### config.mk
export PLATFORM = sky130hd
export DESIGN_NAME = wbtd_front
export DESIGN_NICKNAME = d
export VERILOG_FILES = /design/src/wbtd_pkg.sv /design/src/wbtd_front.sv
export SDC_FILE = /design/constraint.sdc
export NUM_CORES = 1
export LEC_CHECK = 0
export BUFFER_PORTS_ARGS = -buffer_cell sky130_fd_sc_hd__buf_2
export CAP_MARGIN = 20
export CORE_AREA = 4 4 185 187
export CTS_CLUSTER_DIAMETER = 100
export DETAILED_ROUTE_END_ITERATION = 7
export DIE_AREA = 0 0 189 191
export HOLD_SLACK_MARGIN = 0.12
export PLACE_DENSITY = 0.76
export RECOVER_POWER = 50
export SYNTH_ARGS = -nofsm -noshare
export SYNTH_HDL_FRONTEND = slang
export SYNTH_SLANG_ARGS = --single-unit
### constraint.sdc
create_clock -name clk -period 6.2 [get_ports clk]
set_input_delay 0.62 -clock clk [delete_from_list [all_inputs] [get_ports clk]]
set_output_delay 0.62 -clock clk [all_outputs]
set_load 0.02 [all_outputs]
### src/wbtd_pkg.sv
// Package for the wavelet band threshold despeckle block.
// Holds register widths, reset values, register indexes and the flag struct.
// No dependencies.
package wbtd_pkg;

	// Defaults of the top level parameters.
	localparam int DATA_WIDTH_DEF = 24;
	localparam int MAX_COLS_DEF = 1024;
	localparam int MAX_ROWS_DEF = 4096;

	// Configuration port.
	localparam int CFG_DATA_W = 23;
	localparam int CFG_INDEX_W = 3;

	localparam logic [CFG_INDEX_W-1:0] REG_HARD_MODE = 3'd0;
	localparam logic [CFG_INDEX_W-1:0] REG_NOISE_LEVEL = 3'd1;
	localparam logic [CFG_INDEX_W-1:0] REG_N_SIGMA = 3'd2;
	localparam logic [CFG_INDEX_W-1:0] REG_NUM_ROWS = 3'd3;
	localparam logic [CFG_INDEX_W-1:0] REG_NUM_COLS = 3'd4;

	// Register widths.
	localparam int NOISE_W = 23;
	localparam int NSIG_W = 12;
	localparam int NROWS_W = 13;
	localparam int NCOLS_W = 11;

	// Register reset values.
	localparam logic HARD_MODE_RST = 1'b1;
	localparam logic [NOISE_W-1:0] NOISE_LEVEL_RST = 23'd256;
	localparam logic [NSIG_W-1:0] N_SIGMA_RST = 12'd768;
	localparam logic [NROWS_W-1:0] NUM_ROWS_RST = 13'd512;
	localparam logic [NCOLS_W-1:0] NUM_COLS_RST = 11'd512;

	// Fraction bits of n_sigma; the product is scaled down by this much.
	localparam int LEVEL_FRAC = 8;

	// Entries of the queue between front and back.
	localparam int QUEUE_DEPTH = 4;

	// Classification of one pixel, made by the front and used by the back.
	typedef struct packed {
		logic has_prev;  // a pixel of the previous row is released
		logic interior;  // the released pixel may be despeckled
		logic last_row;  // the pixel itself is released too
		logic row_end;   // last column of its row
	} wbtd_flags_t;

endpackage

### src/wbtd_front.sv
// Front part: accepts coefficients, tracks the raster position, classifies
// each pixel and applies the threshold. Depends on wbtd_pkg.
module wbtd_front
	import wbtd_pkg::*;
#(
	parameter int DATA_WIDTH = DATA_WIDTH_DEF,
	parameter int MAX_COLS = MAX_COLS_DEF,
	parameter int MAX_ROWS = MAX_ROWS_DEF
) (
	input  logic                          clk,
	input  logic                          arst_n,
	input  logic                          hard_mode,
	input  logic [NOISE_W-1:0]            noise_level,
	input  logic [NSIG_W-1:0]             n_sigma,
	input  logic [NROWS_W-1:0]            num_rows,
	input  logic [NCOLS_W-1:0]            num_cols,
	input  logic                          in_valid,
	output logic                          in_stall,
	input  logic signed [DATA_WIDTH-1:0]  coefficient,
	output logic                          q_push,
	input  logic                          q_full,
	output logic signed [DATA_WIDTH-1:0]  t_out,
	output logic [$clog2(MAX_ROWS)-1:0]   r_out,
	output logic [$clog2(MAX_COLS)-1:0]   c_out,
	output wbtd_flags_t                   flags_out
);

	localparam int CW = $clog2(MAX_COLS);
	localparam int RW = $clog2(MAX_ROWS);
	localparam int CMPW = (CW + 1 > NCOLS_W) ? CW + 1 : NCOLS_W;
	localparam int RMPW = (RW + 1 > NROWS_W) ? RW + 1 : NROWS_W;
	localparam int PROD_W = NSIG_W + NOISE_W;
	localparam int SCL_W = PROD_W - LEVEL_FRAC;
	localparam int LVL_W = DATA_WIDTH - 1;
	localparam int SATW = (SCL_W > LVL_W) ? SCL_W : LVL_W;

	// Threshold level, refreshed every cycle from the registers.
	logic [PROD_W-1:0] prod;
	logic [SCL_W-1:0]  scaled;
	logic [LVL_W-1:0]  lvl_sat;
	logic [LVL_W-1:0]  level_q;

	assign prod = PROD_W'(n_sigma) * PROD_W'(noise_level);
	assign scaled = prod[PROD_W-1:LEVEL_FRAC];

	always_comb begin
		if (SATW'(scaled) > SATW'({LVL_W{1'b1}})) begin
			lvl_sat = {LVL_W{1'b1}};
		end else begin
			lvl_sat = LVL_W'(scaled);
		end
	end

	always_ff @(posedge clk) begin
		level_q <= hard_mode ? lvl_sat : (lvl_sat >> 1);
	end

	// Band size, clamped to at least one column and two rows and at most MAX_COLS and MAX_ROWS.
	logic [CMPW-1:0] ncols_x;
	logic [CMPW-1:0] cols_c;
	logic [RMPW-1:0] nrows_x;
	logic [RMPW-1:0] rows_c;

	assign ncols_x = CMPW'(num_cols);
	assign nrows_x = RMPW'(num_rows);

	always_comb begin
		if (ncols_x == '0) begin
			cols_c = CMPW'(1);
		end else if (ncols_x > CMPW'(MAX_COLS)) begin
			cols_c = CMPW'(MAX_COLS);
		end else begin
			cols_c = ncols_x;
		end
		if (nrows_x < RMPW'(2)) begin
			rows_c = RMPW'(2);
		end else if (nrows_x > RMPW'(MAX_ROWS)) begin
			rows_c = RMPW'(MAX_ROWS);
		end else begin
			rows_c = nrows_x;
		end
	end

	// Raster position of the next coefficient.
	logic [RW-1:0] row_q;
	logic [CW-1:0] col_q;
	wbtd_flags_t   flags_now;
	logic          accept;

	assign flags_now.row_end = CMPW'(col_q) >= cols_c - CMPW'(1);
	assign flags_now.last_row = RMPW'(row_q) >= rows_c - RMPW'(1);
	assign flags_now.has_prev = row_q != '0;
	assign flags_now.interior = (RMPW'(row_q) >= RMPW'(2)) && (col_q != '0) &&
		(CMPW'(col_q) + CMPW'(1) < cols_c);

	assign accept = in_valid && !in_stall;

	always_ff @(posedge clk or negedge arst_n) begin
		if (!arst_n) begin
			row_q <= '0;
			col_q <= '0;
		end else if (accept) begin
			if (flags_now.row_end) begin
				col_q <= '0;
				row_q <= flags_now.last_row ? '0 : row_q + 1'b1;
			end else begin
				col_q <= col_q + 1'b1;
			end
		end
	end

	// Stage 1: the accepted coefficient with its position and class.
	logic                         valid_s1;
	logic signed [DATA_WIDTH-1:0] x_s1;
	logic [RW-1:0]                r_s1;
	logic [CW-1:0]                c_s1;
	wbtd_flags_t                  flags_s1;

	assign q_push = valid_s1 && !q_full;
	assign in_stall = valid_s1 && q_full;

	always_ff @(posedge clk or negedge arst_n) begin
		if (!arst_n) begin
			valid_s1 <= 1'b0;
		end else if (accept) begin
			valid_s1 <= 1'b1;
		end else if (q_push) begin
			valid_s1 <= 1'b0;
		end
	end

	always_ff @(posedge clk) begin
		if (accept) begin
			x_s1 <= coefficient;
			r_s1 <= row_q;
			c_s1 <= col_q;
			flags_s1 <= flags_now;
		end
	end

	// Threshold: zero below the level, else keep or shrink toward zero.
	logic [DATA_WIDTH-1:0]        mag;
	logic [DATA_WIDTH-1:0]        lvl_ext;
	logic signed [DATA_WIDTH-1:0] lvl_s;

	assign mag = x_s1[DATA_WIDTH-1] ? (~x_s1 + 1'b1) : x_s1;
	assign lvl_ext = {1'b0, level_q};
	assign lvl_s = lvl_ext;

	always_comb begin
		if (mag < lvl_ext) begin
			t_out = '0;
		end else if (hard_mode) begin
			t_out = x_s1;
		end else if (!x_s1[DATA_WIDTH-1] && (x_s1 != '0)) begin
			t_out = x_s1 - lvl_s;
		end else begin
			t_out = x_s1 + lvl_s;
		end
	end

	assign r_out = r_s1;
	assign c_out = c_s1;
	assign flags_out = flags_s1;

endmodule

==> impl_metrics.env, run 1 <==
export IMPL_start_util_pct=49.9
export IMPL_num_rows=66
export IMPL_synth_top_area_cell="fa_1"
export IMPL_gp_congestion=0.926
export IMPL_fin_tns_setup_ns=0
export IMPL_worstPathRequired_ns=6.41
export IMPL_period_needed_ns=6.13
export IMPL_vias=13952
export IMPL_syn_inst=1912
export IMPL_drv_slew=62
export IMPL_hold_path_class="in -> reg"
export IMPL_crit_start="n_sigma[3]"
export IMPL_drt_pass1_iterations=5
export IMPL_port_buffers=139
export IMPL_synth_top_family_by_area="adder cells"
export IMPL_synth_edf_count=50
export IMPL_grt_pass1_wl_mm=68.6
export IMPL_cts_htree_levels=3
export IMPL_areaGrowthSynthToFinish_pct=14.9
export IMPL_clk_pin_slew_worst_paths_ns=0.07
export IMPL_numClockSinks=96
export IMPL_io_pins=140
export IMPL_antenna_found_initial=3
export IMPL_viasPerCell=5.48
export IMPL_grt_use_total_pct=22.6
export IMPL_ir_drop_uv=638
export IMPL_ys_flop_type="edfxtp_1"
export IMPL_die_h_um=191
export IMPL_routed_wl_mm=40.5
export IMPL_power_density_mw_per_mm2=524
export IMPL_violations="capacitance limit, slew limit"
export IMPL_ys_seq_elements=96
export IMPL_dp_hpwl_mm=33.0
export IMPL_synth_xor_area_share_pct=4.92
export IMPL_antenna_cells=0
export IMPL_fmax_mhz=163
export IMPL_clock_latency_ns=0.36
export IMPL_dieWidth_um=189
export IMPL_synth_area_per_cell_um2=8.47
export IMPL_crit_path_start_kind="primary input"
export IMPL_setup_viol=0
export IMPL_cts_root_buf="clkbuf_16"
export IMPL_yosys_area_share_simple_pct=19.1
export IMPL_worst_setup_path_end_kind="flip-flop"
export IMPL_yosysUniqueCellTypes=76
export IMPL_synth_cell_area_mm2=0.0162
export IMPL_cts_tree="yes"
export IMPL_outcome="complete, but fails checks"
export IMPL_synthTopCellsByArea="fa_1 26%, ha_1 12%, edfxtp_1 9.3%"
export IMPL_synthArstFlopShare_pct=24.0
export IMPL_rr_startpoint="valid_s1$_DFFE_PN0P_"
export IMPL_synth_top_cell_area_share_pct=26.0
export IMPL_power_mw=9.75
export IMPL_timing_final_crit_share_pct=98.8
export IMPL_critPathMostFrequentCell="fa_1"
export IMPL_cpPeakStageDelay_ns=0.55
export IMPL_slew_headroom_pct=-122
export IMPL_hold_start="coefficient[6]"
export IMPL_cts_made_buffers=9
export IMPL_final_antenna_net_count=0
export IMPL_synth_mux_area_share_pct=0.386
export IMPL_cts_hold_buffers=0
export IMPL_grt_max_degree=64
export IMPL_path_cells="buf_4 > buf_12 > nand2_1 > fa_1 > fa_1 > inv_1 > fa_1 > fa_1 > inv_1 > fa_1 > inv_1 > ha_4 > a211oi_2 > o211ai_1 > a2111oi_4 > nor2_2 > o31ai_4 > nand4_1 > and4_1 > nor4_4 > buf_4 > buf_12 > o311ai_0"
export IMPL_setup_worst_path_class="in -> reg"
export IMPL_grt_ovfl_total=0
export IMPL_drt_iter0_drc=960
export IMPL_syn_num_nets=2366
export IMPL_yosys_warnings=0
export IMPL_fin_nets=2554
export IMPL_seq_area_frac_synth_pct=15.7
export IMPL_synthAdderAreaFrac_pct=38.0
export IMPL_grt_pass1_vias=14669
export IMPL_fin_worst_skew_ns=0.0145
export IMPL_final_hold_viol_count=0
export IMPL_dieArea_mm2=0.0361
export IMPL_leakagePower_nw=9.14
export IMPL_place_area_mm2=0.0181
export IMPL_synth_common_cells="303 x nand2_1, 295 x inv_1, 210 x fa_1"
export IMPL_cap_violations=1
export IMPL_slowest_stage="fa_1"
export IMPL_post_synth_top_count_cell="nand2_1"
export IMPL_synth_compound_area_share_pct=13.1
export IMPL_coreArea_mm2=0.0325
export IMPL_wl_per_cell_um=15.9
export IMPL_cts_max_path_buffers=2
export IMPL_tightest_slew_ns=3.34
export IMPL_critPathMaxFanout=12
export IMPL_drc=0
export IMPL_drive_above_1_share_pct=13.7
export IMPL_worstPathArrival_ns=6.34
export IMPL_fin_area_mm2=0.0186
## repair_timing
action | 4_1_cts | 5_1_grt
resized for setup | 1 | 47
gates cloned | 0 | 1
setup buffers | 0 | 3
pin swaps | 1 | 28
hold endpoints to repair | 0 | 0
setup endpoints to repair | 8 | 29
## path summary, 6_finish.rpt
kind	end	slack [ns]	cells after the start
setup reg to reg	col_q[2]$_DFFE_PN0P_	2.15	6
max in group asynchronous	col_q[0]$_DFFE_PN0P_	4.90	1
hold reg to reg	valid_s1$_DFFE_PN0P_	0.55	2
hold / removal	x_s1[6]$_DFFE_PP_	0.44	1
setup / recovery	level_q[2]$_DFF_P_	0.07	23
min in group asynchronous	row_q[1]$_DFFE_PN0P_	0.53	1
## cells in the final DEF, fill, tap and decap left out, types with 29 or more instances in the layout
cell type and count:
fa_1 210, inv_1 295, xnor2_1 70, nor2_1 77, ha_1 150, edfxtp_1 50
o21ai_0 81, buf_4 115, buf_2 96, nand3_1 29, and2_1 82, nand2_1 303
clkbuf_1 32, a21oi_1 69
## power breakdown
part	total [mW]	switching, mW	internal (mW)
Sequential	0.855	0.0843	0.771
Clock	0.558	0.244	0.314
Combinational	8.33	4.54	3.79
Total	9.75	4.87	4.88
## routing by layer
layer	share of wire (%)	track usage, %
met5	0.084	0
met3	4.4	2.70
met2	51	41.2
met4	2.5	6.45
met1	42	28.3
## through the flow
stage	hold WS, ns	setup WS, ns	util (%)	cells
2_1_floorplan	0.324	0.00887	-	1912
3_3_place_gp	0.510	-0.259	55.7	2526
3_5_place_dp	0.525	-0.415	55.7	2526
4_1_cts	0.246	0.00570	56.6	2542
5_1_grt	0.421	-0.131	57.4	2547
6_report	0.443	0.0714	57.4	2547
## flip-flops by register name, summed over array words and instances, names as in the netlist
name / flops
level_q: 23
valid_s1: 1
row_q: 12
flags_out: 4
col_q: 10
x_s1: 24
r_out: 12
c_out: 10
## layout make-up
type	instances	area, µm²
Fill cell	2858	13800
Multi-Input combinational cell	1437	12400
Sequential cell	96	2540
Timing Repair Buffer	260	1680
Inverter	296	1110
Tap cell	442	553
Clock buffer	10	229
Clock inverter	6	65.1
## critical path, delay by kind of cell
kind / cells / cell delay (ns)
simple gates: 5 / 0.77
fa+ha+maj: 6 / 2.85
buf+inv: 7 / 0.80
compound gates: 5 / 1.31
## cell families (layout without fill, tap and decap cells)
family | count (synthesis) | in the layout
compound gates | 327 | 327
flops | 96 | 96
simple gates | 647 | 647
xor+xnor | 91 | 91
mux | 6 | 6
buf+inv | 379 | 572
fa+ha+maj | 366 | 366
No activity file was read; power rests on OpenSTA's default activity.
==> run 2, diff against run 1 <==
Settings changed: BUFFER_PORTS_ARGS -buffer_cell sky130_fd_sc_hd__buf_2 to default, CORE_AREA 4 4 185 187 to 4 4 163 165, DIE_AREA 0 0 189 191 to 0 0 167 169, DONT_BUFFER_PORTS from default to 1, PLACE_DENSITY 0.76 to 0.88.
Clock period 6.2 ns to 7.8 ns, I/O delays scaled along.
==> run 2 against run 1 <==
  * Worst hold slack improved by 0.084 ns
  * Largest power group unchanged
  * Combinational power fell by 38%
  * Sequential power fell by 18%
  * Power fell by 36%
  * The run still ends with capacitance limit, slew limit left
==> impl_metrics.env, run 2 (same netlist as run 1, synthesis figures left out) <==
export IMPL_leakagePower_nw=8.02
export IMPL_setup_viol=0
export IMPL_cts_root_buf="clkbuf_16"
export IMPL_outcome="complete, but fails checks"
export IMPL_io_pins=140
export IMPL_drt_pass1_iterations=6
export IMPL_wl_per_cell_um=17.9
export IMPL_critPathMaxFanout=8
export IMPL_met1_usage_pct=34.3
export IMPL_crit_start="x_s1[5]$_DFFE_PP_"
export IMPL_layout_commonest_cell="nand2_1"
export IMPL_r2r_cells=6
export IMPL_violations="capacitance limit, slew limit"
export IMPL_final_hold_viol_count=0
export IMPL_cts_made_buffers=9
export IMPL_grt_pass1_vias=14100
export IMPL_power_mw=6.27
export IMPL_numClockSinks=96
export IMPL_drv_slew=62
export IMPL_power_density_mw_per_mm2=378
export IMPL_antenna_cells=0
export IMPL_drc=0
export IMPL_post_cts_buffers=0
export IMPL_grt_util_met2_pct=50.6
export IMPL_crit_end="t_out[13]"
export IMPL_viasPerCell=6.19
export IMPL_coreArea_mm2=0.0250
export IMPL_r2r_end="col_q[8]$_DFFE_PN0P_"
export IMPL_hold_slack_ns=0.527
export IMPL_tightest_slew_ns=3.16
export IMPL_worstPathArrival_ns=5.87
export IMPL_vias=13484
export IMPL_hold_path_class="in -> reg"
export IMPL_grt_use_total_pct=28.3
export IMPL_grt_ovfl_total=0
export IMPL_cap_violations=1
export IMPL_num_rows=58
export IMPL_period_needed_ns=6.65
export IMPL_nFillCells=1987
export IMPL_gp_congestion=0.964
export IMPL_ff2ff_setup_slack_ns=3.95
export IMPL_fin_worst_skew_ns=0.0147
export IMPL_die_h_um=169
export IMPL_cts_tree="yes"
export IMPL_final_util_pct=66.3
export IMPL_fin_tns_setup_ns=0
export IMPL_final_antenna_net_count=0
export IMPL_setup_worst_path_class="reg -> out"
export IMPL_cts_htree_levels=3
export IMPL_routed_wl_mm=39.0
export IMPL_port_buffers=0
export IMPL_clock_latency_ns=0.35
export IMPL_grt_max_degree=64
export IMPL_dp_hpwl_mm=31.2
export IMPL_dieArea_mm2=0.0282
export IMPL_largest_reg_flops=24
export IMPL_globalRoute_busiestLayer="met2"
export IMPL_areaGrowthSynthToFinish_pct=2.43
export IMPL_met3_usage_pct=4.74
export IMPL_start_util_pct=64.7
export IMPL_cts_max_path_buffers=2
export IMPL_dieWidth_um=167
export IMPL_grt_pass1_wl_mm=66.6
export IMPL_worst_setup_path_end_kind="primary output"
export IMPL_drt_iter0_drc=1153
export IMPL_multi_input_area_mm2=0.0122
export IMPL_slew_headroom_pct=-110
export IMPL_layout_common_cells="303 x nand2_1, 295 x inv_1, 210 x fa_1, 156 x ha_1, 85 x o21ai_0"
export IMPL_rr_startpoint="valid_s1$_DFFE_PN0P_"
export IMPL_crit_path_start_kind="flip-flop"
export IMPL_ir_drop_uv=445
export IMPL_clk_pin_slew_worst_paths_ns=0.07
export IMPL_worstPathRequired_ns=7.02
export IMPL_fin_nets=2299
export IMPL_fmax_mhz=150
export IMPL_drive_above_1_share_pct=1.95
export IMPL_reg_top3="x_s1 x24, level_q x23"
export IMPL_ff_latch_area_mm2=0.00254
export IMPL_top_register="x_s1"
export IMPL_timing_final_crit_share_pct=85.3
export IMPL_rsz0062_at_grt="false"
export IMPL_antenna_found_initial=2
## run 2: cell count changes in the layout (fill, tap and decap cells not counted), sizes merged
| cell | delta |
|---|---|
| buf | -217 |
| bufinv | -1 |
| clkbuf | -39 |
| clkinv | +2 |
| clkinvlp | -1 |
| dlygate4sd3 | +1 |
## run 2: how the worst min path moves through the flow
stage,endpoint,startpoint,cells after the start
finish,x_s1[2]$_DFFE_PP_,coefficient[2],0
global route,x_s1[2]$_DFFE_PP_,coefficient[2],0
CTS,x_s1[2]$_DFFE_PP_,coefficient[2],0
detailed placement,row_q[11]$_DFFE_PN0P_,arst_n,0
global placement,row_q[7]$_DFFE_PN0P_,arst_n,0
floorplan,col_q[0]$_DFFE_PN0P_,arst_n,0
## run 2: through the flow
stage | instance area (µm²) | worst slack [ns] | cells
finish | 16600 | 1.15 | 2180
global route | 16600 | 0.744 | 2180
CTS | 16600 | 1.19 | 2179
detailed placement | 16300 | 0.857 | 2162
global placement | 16300 | 1.03 | 2162
floorplan | 16200 | 1.18 | 1912
## run 2: metal layers
layer	part of all wire, %	wire [µm]
met5	0.085	33
met4	4.0	1550
met3	7.3	2850
met2	51	19800
met1	38	14700
## run 2: power by group
group          switching [mW]  internal, mW  total [mW]  leakage (nW)
Clock                   0.197         0.218       0.415         0.136
Combinational            3.09          2.07        5.16          6.90
Sequential             0.0867         0.614       0.700         0.987
## run 2: final cells by class
cell class                      count  share of cell area (%)
Multi-Input combinational cell   1437                    73.7
Clock inverter                      6                   0.256
Inverter                          296                    6.70
Timing Repair Buffer                5                   0.196
Clock buffer                       10                    1.38
Tap cell                          330                    2.49
Sequential cell                    96                    15.3
## run 2: repair_timing
item / CTS / global route
endpoints found under the hold margin: 23 / 0
hold buffers: 1 / 0
resized for setup: 0 / 0
## run 2: critical path, stage by stage (launching register included)
cell	delay (ns)
edfxtp_1	0.51
or4_4	0.59
nor4_1	0.43
nand2_1	0.21
o21ai_1	0.55
nand2_1	0.10
o21ai_0	0.19
inv_1	0.09
ha_1	0.29
nand2b_1	0.11
a21oi_1	0.12
o21ai_0	0.36
a31oi_1	0.21
or2_2	0.34
a21o_1	0.22
a21oi_1	0.17
mux2_2	0.34
nor3_1	0.70
