--- config.mk ---
export PLATFORM = sky130hd
export DESIGN_NAME = wbtd_fifo
export DESIGN_NICKNAME = d
export VERILOG_FILES = /design/src/wbtd_pkg.sv /design/src/wbtd_fifo.sv
export SDC_FILE = /design/constraint.sdc
export NUM_CORES = 1
export LEC_CHECK = 0
export ABC_AREA = 1
export CAP_MARGIN = 15
export CORE_ASPECT_RATIO = 1.25
export CORE_MARGIN = 2
export CORE_UTILIZATION = 35
export CTS_CLUSTER_SIZE = 8
export DETAILED_ROUTE_END_ITERATION = 10
export DONT_BUFFER_PORTS = 1
export GPL_TIMING_DRIVEN = 0
export PLACE_DENSITY_LB_ADDON = 0.12
export SLEW_MARGIN = 10
export SYNTH_ARGS = -nofsm -noshare
export SYNTH_HDL_FRONTEND = slang
export SYNTH_SLANG_ARGS = --single-unit
--- constraint.sdc ---
create_clock -name clk -period 2.3 [get_ports clk]
set_input_delay 0.23 -clock clk [delete_from_list [all_inputs] [get_ports clk]]
set_output_delay 0.23 -clock clk [all_outputs]
set_load 0.02 [all_outputs]
--- src/wbtd_pkg.sv ---
// Package for the wavelet band threshold despeckle block.
// Holds register widths, reset values, register indexes and the flag struct.
// No dependencies.
package wbtd_pkg;

	// Defaults of the top level parameters.
	localparam int DATA_WIDTH_DEF = 24;
	localparam int MAX_COLS_DEF = 1024;
	localparam int MAX_ROWS_DEF = 4096;

	// Configuration port.
	localparam int CFG_DATA_W = 23;
	localparam int CFG_INDEX_W = 3;

	localparam logic [CFG_INDEX_W-1:0] REG_HARD_MODE = 3'd0;
	localparam logic [CFG_INDEX_W-1:0] REG_NOISE_LEVEL = 3'd1;
	localparam logic [CFG_INDEX_W-1:0] REG_N_SIGMA = 3'd2;
	localparam logic [CFG_INDEX_W-1:0] REG_NUM_ROWS = 3'd3;
	localparam logic [CFG_INDEX_W-1:0] REG_NUM_COLS = 3'd4;

	// Register widths.
	localparam int NOISE_W = 23;
	localparam int NSIG_W = 12;
	localparam int NROWS_W = 13;
	localparam int NCOLS_W = 11;

	// Register reset values.
	localparam logic HARD_MODE_RST = 1'b1;
	localparam logic [NOISE_W-1:0] NOISE_LEVEL_RST = 23'd256;
	localparam logic [NSIG_W-1:0] N_SIGMA_RST = 12'd768;
	localparam logic [NROWS_W-1:0] NUM_ROWS_RST = 13'd512;
	localparam logic [NCOLS_W-1:0] NUM_COLS_RST = 11'd512;

	// Fraction bits of n_sigma; the product is scaled down by this much.
	localparam int LEVEL_FRAC = 8;

	// Entries of the queue between front and back.
	localparam int QUEUE_DEPTH = 4;

	// Classification of one pixel, made by the front and used by the back.
	typedef struct packed {
		logic has_prev;  // a pixel of the previous row is released
		logic interior;  // the released pixel may be despeckled
		logic last_row;  // the pixel itself is released too
		logic row_end;   // last column of its row
	} wbtd_flags_t;

endpackage

--- src/wbtd_fifo.sv ---
// Short queue between the front and back parts of the despeckle block.
// Depends on wbtd_pkg for the default depth.
module wbtd_fifo
	import wbtd_pkg::*;
#(
	parameter int WIDTH = 8,
	parameter int DEPTH = QUEUE_DEPTH
) (
	input  logic             clk,
	input  logic             arst_n,
	input  logic             push,
	input  logic [WIDTH-1:0] push_data,
	output logic             full,
	output logic             valid,
	input  logic             pop,
	output logic [WIDTH-1:0] pop_data
);

	localparam int AW = (DEPTH > 1) ? $clog2(DEPTH) : 1;
	localparam int NW = $clog2(DEPTH + 1);

	logic [WIDTH-1:0] entry_q [DEPTH];
	logic [AW-1:0]    wr_ptr_q;
	logic [AW-1:0]    rd_ptr_q;
	logic [NW-1:0]    count_q;

	assign full = count_q == NW'(DEPTH);
	assign valid = count_q != '0;
	assign pop_data = entry_q[rd_ptr_q];

	always_ff @(posedge clk or negedge arst_n) begin
		if (!arst_n) begin
			wr_ptr_q <= '0;
			rd_ptr_q <= '0;
			count_q <= '0;
		end else begin
			if (push) begin
				wr_ptr_q <= (wr_ptr_q == AW'(DEPTH - 1)) ? '0 : wr_ptr_q + 1'b1;
			end
			if (pop) begin
				rd_ptr_q <= (rd_ptr_q == AW'(DEPTH - 1)) ? '0 : rd_ptr_q + 1'b1;
			end
			if (push && !pop) begin
				count_q <= count_q + 1'b1;
			end else if (pop && !push) begin
				count_q <= count_q - 1'b1;
			end
		end
	end

	always_ff @(posedge clk) begin
		if (push) begin
			entry_q[wr_ptr_q] <= push_data;
		end
	end

endmodule

==> flow_summary.json, run 1 <==
{
  "finalNonFillerCells": 215,
  "synthCells": 146,
  "grt_pass1_wl_um": 4800,
  "core_sq_um": 4730,
  "cts-root-buf": "clkbuf_8",
  "wirelength_um": 3060,
  "end_kind": "primary output",
  "crit_chain": "buf_4, inv_2, o211ai_1, nand2_1",
  "yosysWarnings": 0,
  "leakage_nw": 0.830,
  "antenna_cells": 0,
  "critical-path-max-stage-delay_ns": 0.39,
  "finalNetCount": 173,
  "yosysSeqAreaShare_pct": 66.4,
  "cts_buffers": 5,
  "tritoncts": "done",
  "tightestPinTransition_ns": 0.634,
  "p_comb_share_pct": 32.0,
  "drive_above_1_share_pct": 8.39,
  "drv_slew": 0,
  "holdWs_ns": 0.0352,
  "hold_violations": 0,
  "post-place-ws_ns": 0.935,
  "synth_top_area_share_pct": 56.2,
  "syn_area_per_cell_sq_um": 11.7,
  "crit_type": "reg2out",
  "placedCellCount": 206,
  "worstPathRequired_ns": 2.07,
  "routabilityCongestion": 0.705,
  "ys_types": 18,
  "syn_area_sq_um": 1710,
  "timing.fmax_mhz": 625,
  "finalCritPeriodShare_pct": 69.6,
  "p_clk_share_pct": 27.0,
  "die_w_um": 66.5,
  "switchingPower_uw": 847,
  "grt.total_usage_pct": 12.7,
  "setup_slack_ns": 0.700,
  "ctsLongestPathBuffers": 2,
  "cts_sinks": 39,
  "finalSetupTns_ns": 0,
  "ant_nets": 0,
  "slew_headroom_pct": 57.4,
  "status": "finished, final reports clean",
  "drt_first_pass_iters": 4,
  "cts_setup_buffers": 0,
  "swShare_pct": 34.7,
  "vias": 1006,
  "cts_resized": 0,
  "drc": 0,
  "via_per_inst": 4.68,
  "finalCriticalPeriod_ns": 1.60,
  "start_kind": "register",
  "yosys-top-cells-area": "edfxtp_1 56%, dfrtp_1 10%, nand2_1 9.0%",
  "grt_antenna_before_repair": 0,
  "clkLatencyLatePin_ns": 0.28,
  "ioPinCount": 22,
  "finalSetupViolCount": 0,
  "area_growth_pct": 12.7,
  "port_buffers": 0,
  "synth-seq-cells": 39,
  "clkTransAtPathRegs_ns": 0.07,
  "ir_drop_mv": 0.630,
  "cp_max_fo": 9,
  "die_h_um": 82.2,
  "slowest_stage": "dfrtp_1",
  "drtIter0Drc": 25,
  "overflow": 0,
  "synth_area_leader_cell": "edfxtp_1",
  "syn_nets": 165,
  "h-tree-depth": 2,
  "die-area_sq_um": 5470,
  "holdBufCountCts": 1,
  "fin_worst_skew_ns": 0.00425,
  "grt_pass1_vias": 944,
  "rows": 28,
  "grt_max_degree": 13,
  "min_path_type": "in2reg",
  "cp.arrival_ns": 1.37,
  "fin_util_pct": 40.8,
  "dp_hpwl_um": 2060,
  "power.density_nw_per_um2": 1260,
  "seq_power_share_pct": 41.0,
  "initial_core_util_pct": 36.2,
  "max_cap_violations": 0,
  "p_int_mw": 1.59,
  "routedWlPerCell_um": 14.2,
  "rsz0062_at_grt": "no"
}
## cell type report
| class | count | area (sq um) |
|---|---|---|
| buffer | 4 | 43.8 |
| tap | 60 | 75.1 |
| clock buffer | 6 | 72.6 |
| clock inverter | 2 | 60.1 |
| timing repair buffer | 1 | 10.0 |
| sequential | 39 | 1140 |
| multi-input combinational | 74 | 422 |
| inverter | 29 | 109 |
| fill | 456 | 2800 |
## sequential cells by signal, summed over array words and instances, names as in the netlist
register  cells
wr_ptr_q      2
rd_ptr_q      2
count_q       3
entry_q      32
## cell families after synthesis
family / count (synthesis) / synth area share (%)
AOI/OAI and AO/OA: 20 / 8.19
xor gates and xnor gates: 1 / 0.512
adders and majority gates: 7 / 5.56
buffers and inverters: 33 / 8.92
DFF: 39 / 66.4
and+or+nand+nor: 46 / 10.4
## worst paths after layout
kind | slack [ns] | cells past startpoint | from | to
worst max-delay path | 0.70 | 4 | rd_ptr_q[1] | pop_data[4]
worst min-delay path | 0.04 | 0 | push_data[7] | entry_q[2][7]
worst max register to register | 0.93 | 4 | wr_ptr_q[0] | entry_q[2][5]
worst min register to register | 0.48 | 2 | count_q[2] | count_q[2]
max in group asynchronous | 1.79 | 1 | arst_n | rd_ptr_q[1]
min in group asynchronous | 0.27 | 1 | arst_n | wr_ptr_q[0]
## cell usage in the layout, fill, tap and decap left out
master and instances:
nand2_1 41, edfxtp_1 32, inv_1 27, o211ai_1 16, dfrtp_1 7, clkbuf_8 6, ha_1 6, o21ai_0 3
inv_2 2, buf_6 2, nor2_1 2, bufinv_16 2, buf_4 1, nor3_1 1, xnor2_1 1, o21ai_1 1
nand3_1 1, nand4_1 1, fa_1 1, clkbuf_1 1, dlygate4sd3_1 1
## critical path: cells and delay by family, from the launching register on
family / cells / cell delay [ns]
buffers and inverters: 2 / 0.36
AO/OA/AOI/OAI: 1 / 0.12
AND/OR/NAND/NOR: 1 / 0.21
flip-flops: 1 / 0.39
## through the flow
stage          cell area [sq um]  power (mW)
2_1_floorplan               1710        1.63
3_3_place_gp                1790        1.79
3_5_place_dp                1790        1.82
4_1_cts                     1930        2.47
5_1_grt                     1930        2.61
6_report                    1930        2.44
## per-layer routing
metal  up-vias  share of wire, %  global-route usage (%)
li1        500                 -                       -
met1       477                42                    13.9
met2        23                50                    21.4
met3         6               6.1                    5.42
met4         0               1.7                    5.51
met5         -                 0                       0
## Yosys cell counts
master     n
nand3_1    1
nand2_1   41
buf_6      2
nand4_1    1
edfxtp_1  32
buf_4      1
clkbuf_8   1
o21ai_1    1
inv_1     27
xnor2_1    1
fa_1       1
dfrtp_1    7
nor3_1     1
o21ai_0    3
nor2_1     2
inv_2      2
o211ai_1  16
ha_1       6
## power groups by stage
stage | clock [mW] | sequential, mW | combinational (mW)
floorplan | 0 | 0.998 | 0.631
global placement | 0 | 1.01 | 0.782
detailed placement | 0 | 1.02 | 0.800
CTS | 0.669 | 1.00 | 0.806
global route | 0.699 | 1.02 | 0.894
finish | 0.659 | 0.998 | 0.780
Note: power is estimated with default switching activity, not from simulation.
==> run 2, diff against run 1 <==
ABC_AREA = 0   (was 1)
clock period = 1.7 ns   (was 2.3 ns; I/O delays follow)
==> flow_summary.json, run 2 <==
{
  "vias": 723,
  "clkLatencyLatePin_ns": 0.29,
  "drv_slew": 0,
  "finalSetupTns_ns": 0,
  "crit_chain": "buf_8, mux4_2",
  "rsz0062_at_grt": "no",
  "cts-root-buf": "clkbuf_8",
  "ant_nets": 0,
  "clkTransAtPathRegs_ns": 0.07,
  "max_cap_violations": 0,
  "finalCriticalPeriod_ns": 1.61,
  "synthCells": 79,
  "power.density_nw_per_um2": 1610,
  "antenna_cells": 0,
  "largest_reg_flops": 32,
  "cp.buffers_inverters": 1,
  "synth_most_common_cell": "edfxtp_1",
  "slew_headroom_pct": 53.7,
  "grt.total_usage_pct": 11.2,
  "synth-seq-cells": 39,
  "grt_max_degree": 13,
  "drive_above_1_share_pct": 19.6,
  "tightestPinTransition_ns": 0.693,
  "ctsLongestPathBuffers": 2,
  "drc": 0,
  "fin_worst_skew_ns": 0.00556,
  "status": "finished, final reports clean",
  "dp_hpwl_um": 1620,
  "r2r-start": "wr_ptr_q[0]",
  "grt_pass1_vias": 777,
  "drt_first_pass_iters": 4,
  "timing.fmax_mhz": 621,
  "area_growth_pct": 18.0,
  "rrSetupSlack_ns": 0.30,
  "holdWs_ns": 0.0134,
  "yosysSeqAreaShare_pct": 72.4,
  "cts_sinks": 39,
  "h-tree-depth": 2,
  "hold_start": "push",
  "routedWlPerCell_um": 16.1,
  "ys_types": 19,
  "die_w_um": 63.9,
  "finalSetupViolCount": 0,
  "synth_edf_count": 32,
  "syn_nets": 98,
  "yosysWarnings": 0,
  "syn_area_per_cell_sq_um": 19.9,
  "crit_type": "reg2out",
  "cp_max_fo": 10,
  "ir_drop_mv": 0.592,
  "wirelength_um": 2490,
  "grt_antenna_before_repair": 0,
  "yosys-top-cells-count": "32 x edfxtp_1, 8 x mux4_2, 7 x dfrtp_1",
  "cp.arrival_ns": 1.44,
  "core_sq_um": 4360,
  "finalCritPeriodShare_pct": 94.7,
  "initial_core_util_pct": 36.0,
  "biggestRegsByFlops": "entry_q (32), count_q (3)",
  "reg2reg_to": "entry_q[0][0]",
  "fillers": 407,
  "via_per_inst": 4.66,
  "yosys-top-cells-area": "edfxtp_1 61%, mux4_2 11%, dfrtp_1 11%",
  "hold_violations": 0,
  "hold_path_depth": 2,
  "overflow": 0,
  "synthArstFlopShare_pct": 17.9,
  "leakage_nw": 0.655,
  "synth_top_area_share_pct": 61.2,
  "tritoncts": "done",
  "worstPathRequired_ns": 1.53,
  "port_buffers": 0,
  "finalNetCount": 115,
  "path_delay_family": "multiplexers",
  "slowest_stage": "mux4_2",
  "min_path_type": "in2reg",
  "critical-path-max-stage-delay_ns": 0.60,
  "drtIter0Drc": 31,
  "grt_pass1_wl_um": 3950,
  "layout_commonest_cell": "edfxtp_1",
  "reg2reg_depth": 3,
  "cts_setup_buffers": 0,
  "ys_dominant_reg_cell": "edfxtp_1",
  "die-area_sq_um": 5040,
  "startpoint": "rd_ptr_q[0]",
  "fin_util_pct": 42.5,
  "end_kind": "primary output",
  "die_h_um": 78.9,
  "top_register": "entry_q",
  "final_cell_mix": "32 x edfxtp_1, 10 x dlygate4sd3_1, 8 x mux4_2",
  "ioPinCount": 22,
  "synth_area_leader_cell": "edfxtp_1",
  "routabilityCongestion": 0.631,
  "rows": 27,
  "holdPathEnd": "wr_ptr_q[1]",
  "syn_area_sq_um": 1570,
  "cts_buffers": 5,
  "start_kind": "register"
}
run 2: cell types whose count changed after synthesis, moves of 2 or more:
cell / change
and2_1: +4
inv_1: -23
inv_2: -2
mux2_2: +2
mux4_2: +8
nand2_1: -39
o211ai_1: -16
xor2_1: +2
run 2: timing repair:
action                                  4_1_cts  5_1_grt
resized for setup                             0        1
hold endpoints to repair                     41        0
hold buffers                                 10        0
endpoints found under the setup margin        0        1
run 2: how the worst max path moves through the flow:
stage | to | slack [ns] | cells past startpoint
after floorplan | count_q[2] | 0.41 | 4
after global placement | entry_q[0][7] | 0.27 | 3
after detailed placement | entry_q[2][7] | 0.26 | 3
after CTS | pop_data[5] | 0.05 | 2
after global routing | pop_data[4] | 0.009 | 2
final | pop_data[4] | 0.09 | 2
run 2: cells by family (layout without fill, tap and decap cells):
group | count (synthesis) | after routing | synth area share (%)
AO/OA/AOI/OAI | 3 | 3 | 1.20
adder cells (fa/ha/maj) | 7 | 7 | 6.06
flip-flops | 39 | 39 | 72.4
multiplexers | 10 | 10 | 12.9
AND/OR/NAND/NOR | 11 | 11 | 3.75
XOR/XNOR | 3 | 3 | 1.67
buffers and inverters | 6 | 24 | 1.99
run 2: through the flow:
stage	instances	worst slack, ns	power, mW	cell area, sq um
finish	155	0.0906	2.97	1850
global route	155	0.00906	3.15	1850
CTS	155	0.0470	3.03	1850
detailed placement	137	0.263	2.26	1640
global placement	137	0.269	2.23	1640
floorplan	79	0.409	2.08	1570
run 2: area by class of cell:
cell class	instances	area, sq um	share of cell area, %
multi-input combinational	34	402	21.7
inverter	4	15.0	0.811
buffer	2	20.0	1.08
sequential	39	1140	61.4
timing repair buffer	10	100	5.41
clock buffer	7	76.3	4.12
tap	58	72.6	3.92
clock inverter	1	30.0	1.62
run 2: report_power, final:
part | leakage (nW) | total [mW] | switching, mW | internal (mW)
clock | 0.0524 | 0.732 | 0.293 | 0.439
sequential | 0.377 | 1.36 | 0.0994 | 1.26
combinational | 0.225 | 0.887 | 0.518 | 0.369
total | 0.655 | 2.97 | 0.910 | 2.06
run 2: layer usage:
layer	share of wire (%)	vias up	global-route usage, %	wire length (um)
met5	0	-	0	0
met4	2.5	0	6.52	63
met3	4.3	5	3.97	106
met2	53	20	19.0	1330
met1	40	364	12.1	994
li1	-	334	-	-
==> run 3, diff against run 2 <==
REMOVE_ABC_BUFFERS = 1   (was not set)
==> flow_summary.json, run 3 (synthesized netlist as in run 2, its figures left out) <==
{
  "wirelength_um": 2370,
  "fillers": 393,
  "dp_hpwl_um": 1600,
  "vias": 724,
  "switchingPower_uw": 879,
  "p_int_mw": 1.88,
  "r2r-start": "wr_ptr_q[1]",
  "seq_power_share_pct": 52.8,
  "end_kind": "primary output",
  "drv_slew": 0,
  "die_h_um": 78.9,
  "finalCritPeriodShare_pct": 95.5,
  "die-area_sq_um": 5040,
  "ctsLongestPathBuffers": 2,
  "h-tree-depth": 2,
  "drtIter0Drc": 26,
  "die_w_um": 63.9,
  "cts_sinks": 39,
  "fin_util_pct": 41.5,
  "top_register": "entry_q",
  "port_buffers": 0,
  "layout_commonest_cell": "edfxtp_1",
  "critical-path-max-stage-delay_ns": 0.62,
  "rrSetupSlack_ns": 0.29,
  "timing.fmax_mhz": 616,
  "leakage_nw": 0.632,
  "max_cap_violations": 0,
  "slew_headroom_pct": 53.9,
  "start_kind": "register",
  "tritoncts": "done",
  "hold_path_depth": 2,
  "tightestPinTransition_ns": 0.690,
  "swShare_pct": 31.8,
  "hold_violations": 0,
  "p_comb_share_pct": 26.7,
  "min_path_type": "in2reg",
  "biggestRegsByFlops": "entry_q (32), count_q (3)",
  "area_growth_pct": 15.4,
  "slowest_stage": "mux4_2",
  "crit_chain": "mux4_2",
  "status": "finished, final reports clean",
  "cp.arrival_ns": 1.45,
  "cp_max_fo": 11,
  "hold_start": "push",
  "cp.buffers_inverters": 0,
  "grt_pass1_vias": 801,
  "routabilityCongestion": 0.613,
  "routedWlPerCell_um": 15.5,
  "ant_nets": 0,
  "ir_drop_mv": 0.670,
  "fin_worst_skew_ns": 0.00305,
  "path_delay_family": "multiplexers",
  "cts-root-buf": "clkbuf_8",
  "via_per_inst": 4.73,
  "overflow": 0,
  "largest_reg_flops": 32,
  "grt_max_degree": 12,
  "finalPower_mw": 2.76,
  "rows": 27,
  "holdPathEnd": "wr_ptr_q[1]",
  "clkTransAtPathRegs_ns": 0.07,
  "drive_above_1_share_pct": 18.9,
  "initial_core_util_pct": 36.0,
  "reg2reg_depth": 3,
  "p_clk_share_pct": 20.5,
  "cts_buffers": 5,
  "worstPathRequired_ns": 1.53,
  "rsz0062_at_grt": "no",
  "seq_area_sq_um": 1140,
  "grt_antenna_before_repair": 0,
  "ioPinCount": 22,
  "core_sq_um": 4360,
  "grt_pass1_wl_um": 3950,
  "finalNetCount": 113,
  "antenna_cells": 0,
  "grt.total_usage_pct": 10.8,
  "finalSetupViolCount": 0,
  "power.density_nw_per_um2": 1520,
  "finalSetupTns_ns": 0,
  "crit_type": "reg2out",
  "reg2reg_to": "entry_q[1][0]",
  "drt_first_pass_iters": 2,
  "drc": 0,
  "finalCriticalPeriod_ns": 1.62,
  "multiInputGateArea_sq_um": 402,
  "final_cell_mix": "32 x edfxtp_1, 10 x dlygate4sd3_1, 8 x mux4_2",
  "clkLatencyLatePin_ns": 0.28
}
-- run 3: power by group through the flow --
stage	Clock, mW	Combinational [mW]	Sequential (mW)
finish	0.566	0.737	1.46
global route	0.629	0.826	1.49
CTS	0.594	0.762	1.47
detailed placement	0	0.730	1.48
global placement	0	0.717	1.47
floorplan	0	0.632	1.41
-- run 3: area by class of cell --
cell class / instances / share of cell area, %
timing repair buffer: 10 / 5.53
inverter: 4 / 0.829
clock inverter: 1 / 0.276
multi-input combinational: 34 / 22.2
clock buffer: 7 / 4.22
sequential: 39 / 63.0
tap: 58 / 4.01
-- run 3: what timing repair did --
item | 4_1_cts | 5_1_grt
buffers inserted | 0 | 0
hold buffers | 10 | 0
gates resized for setup | 2 | 0
endpoints found under the hold margin | 41 | 0
endpoints found under the setup margin | 8 | 0
-- run 3: worst max path at each step --
| stage | start | endpoint | slack, ns | depth (start not counted) |
|---|---|---|---|---|
| after floorplan | rd_ptr_q[0] | pop_data[0] | 0.28 | 1 |
| after global placement | rd_ptr_q[0] | pop_data[6] | 0.1 | 1 |
| after detailed placement | rd_ptr_q[0] | pop_data[6] | 0.09 | 1 |
| after CTS | rd_ptr_q[0] | pop_data[6] | 0.04 | 1 |
| after global routing | rd_ptr_q[0] | pop_data[6] | 0.02 | 1 |
| final | rd_ptr_q[0] | pop_data[6] | 0.08 | 1 |
-- run 3: stage by stage --
step	hold slack, ns	worst slack (ns)	instances	area (sq um)
after global placement	-0.125	0.0957	135	1630
final	0.0130	0.0762	153	1810
after floorplan	-0.126	0.277	77	1550
after global routing	0.0206	0.0211	153	1810
after detailed placement	-0.125	0.0896	135	1630
after CTS	0.00300	0.0411	153	1810
-- run 3: per-layer routing --
layer | GRT usage [%] | routed length (um)
met1 | 11.4 | 921
met5 | 0 | 0
met3 | 4.11 | 132
met4 | 5.22 | 50
met2 | 18.6 | 1270
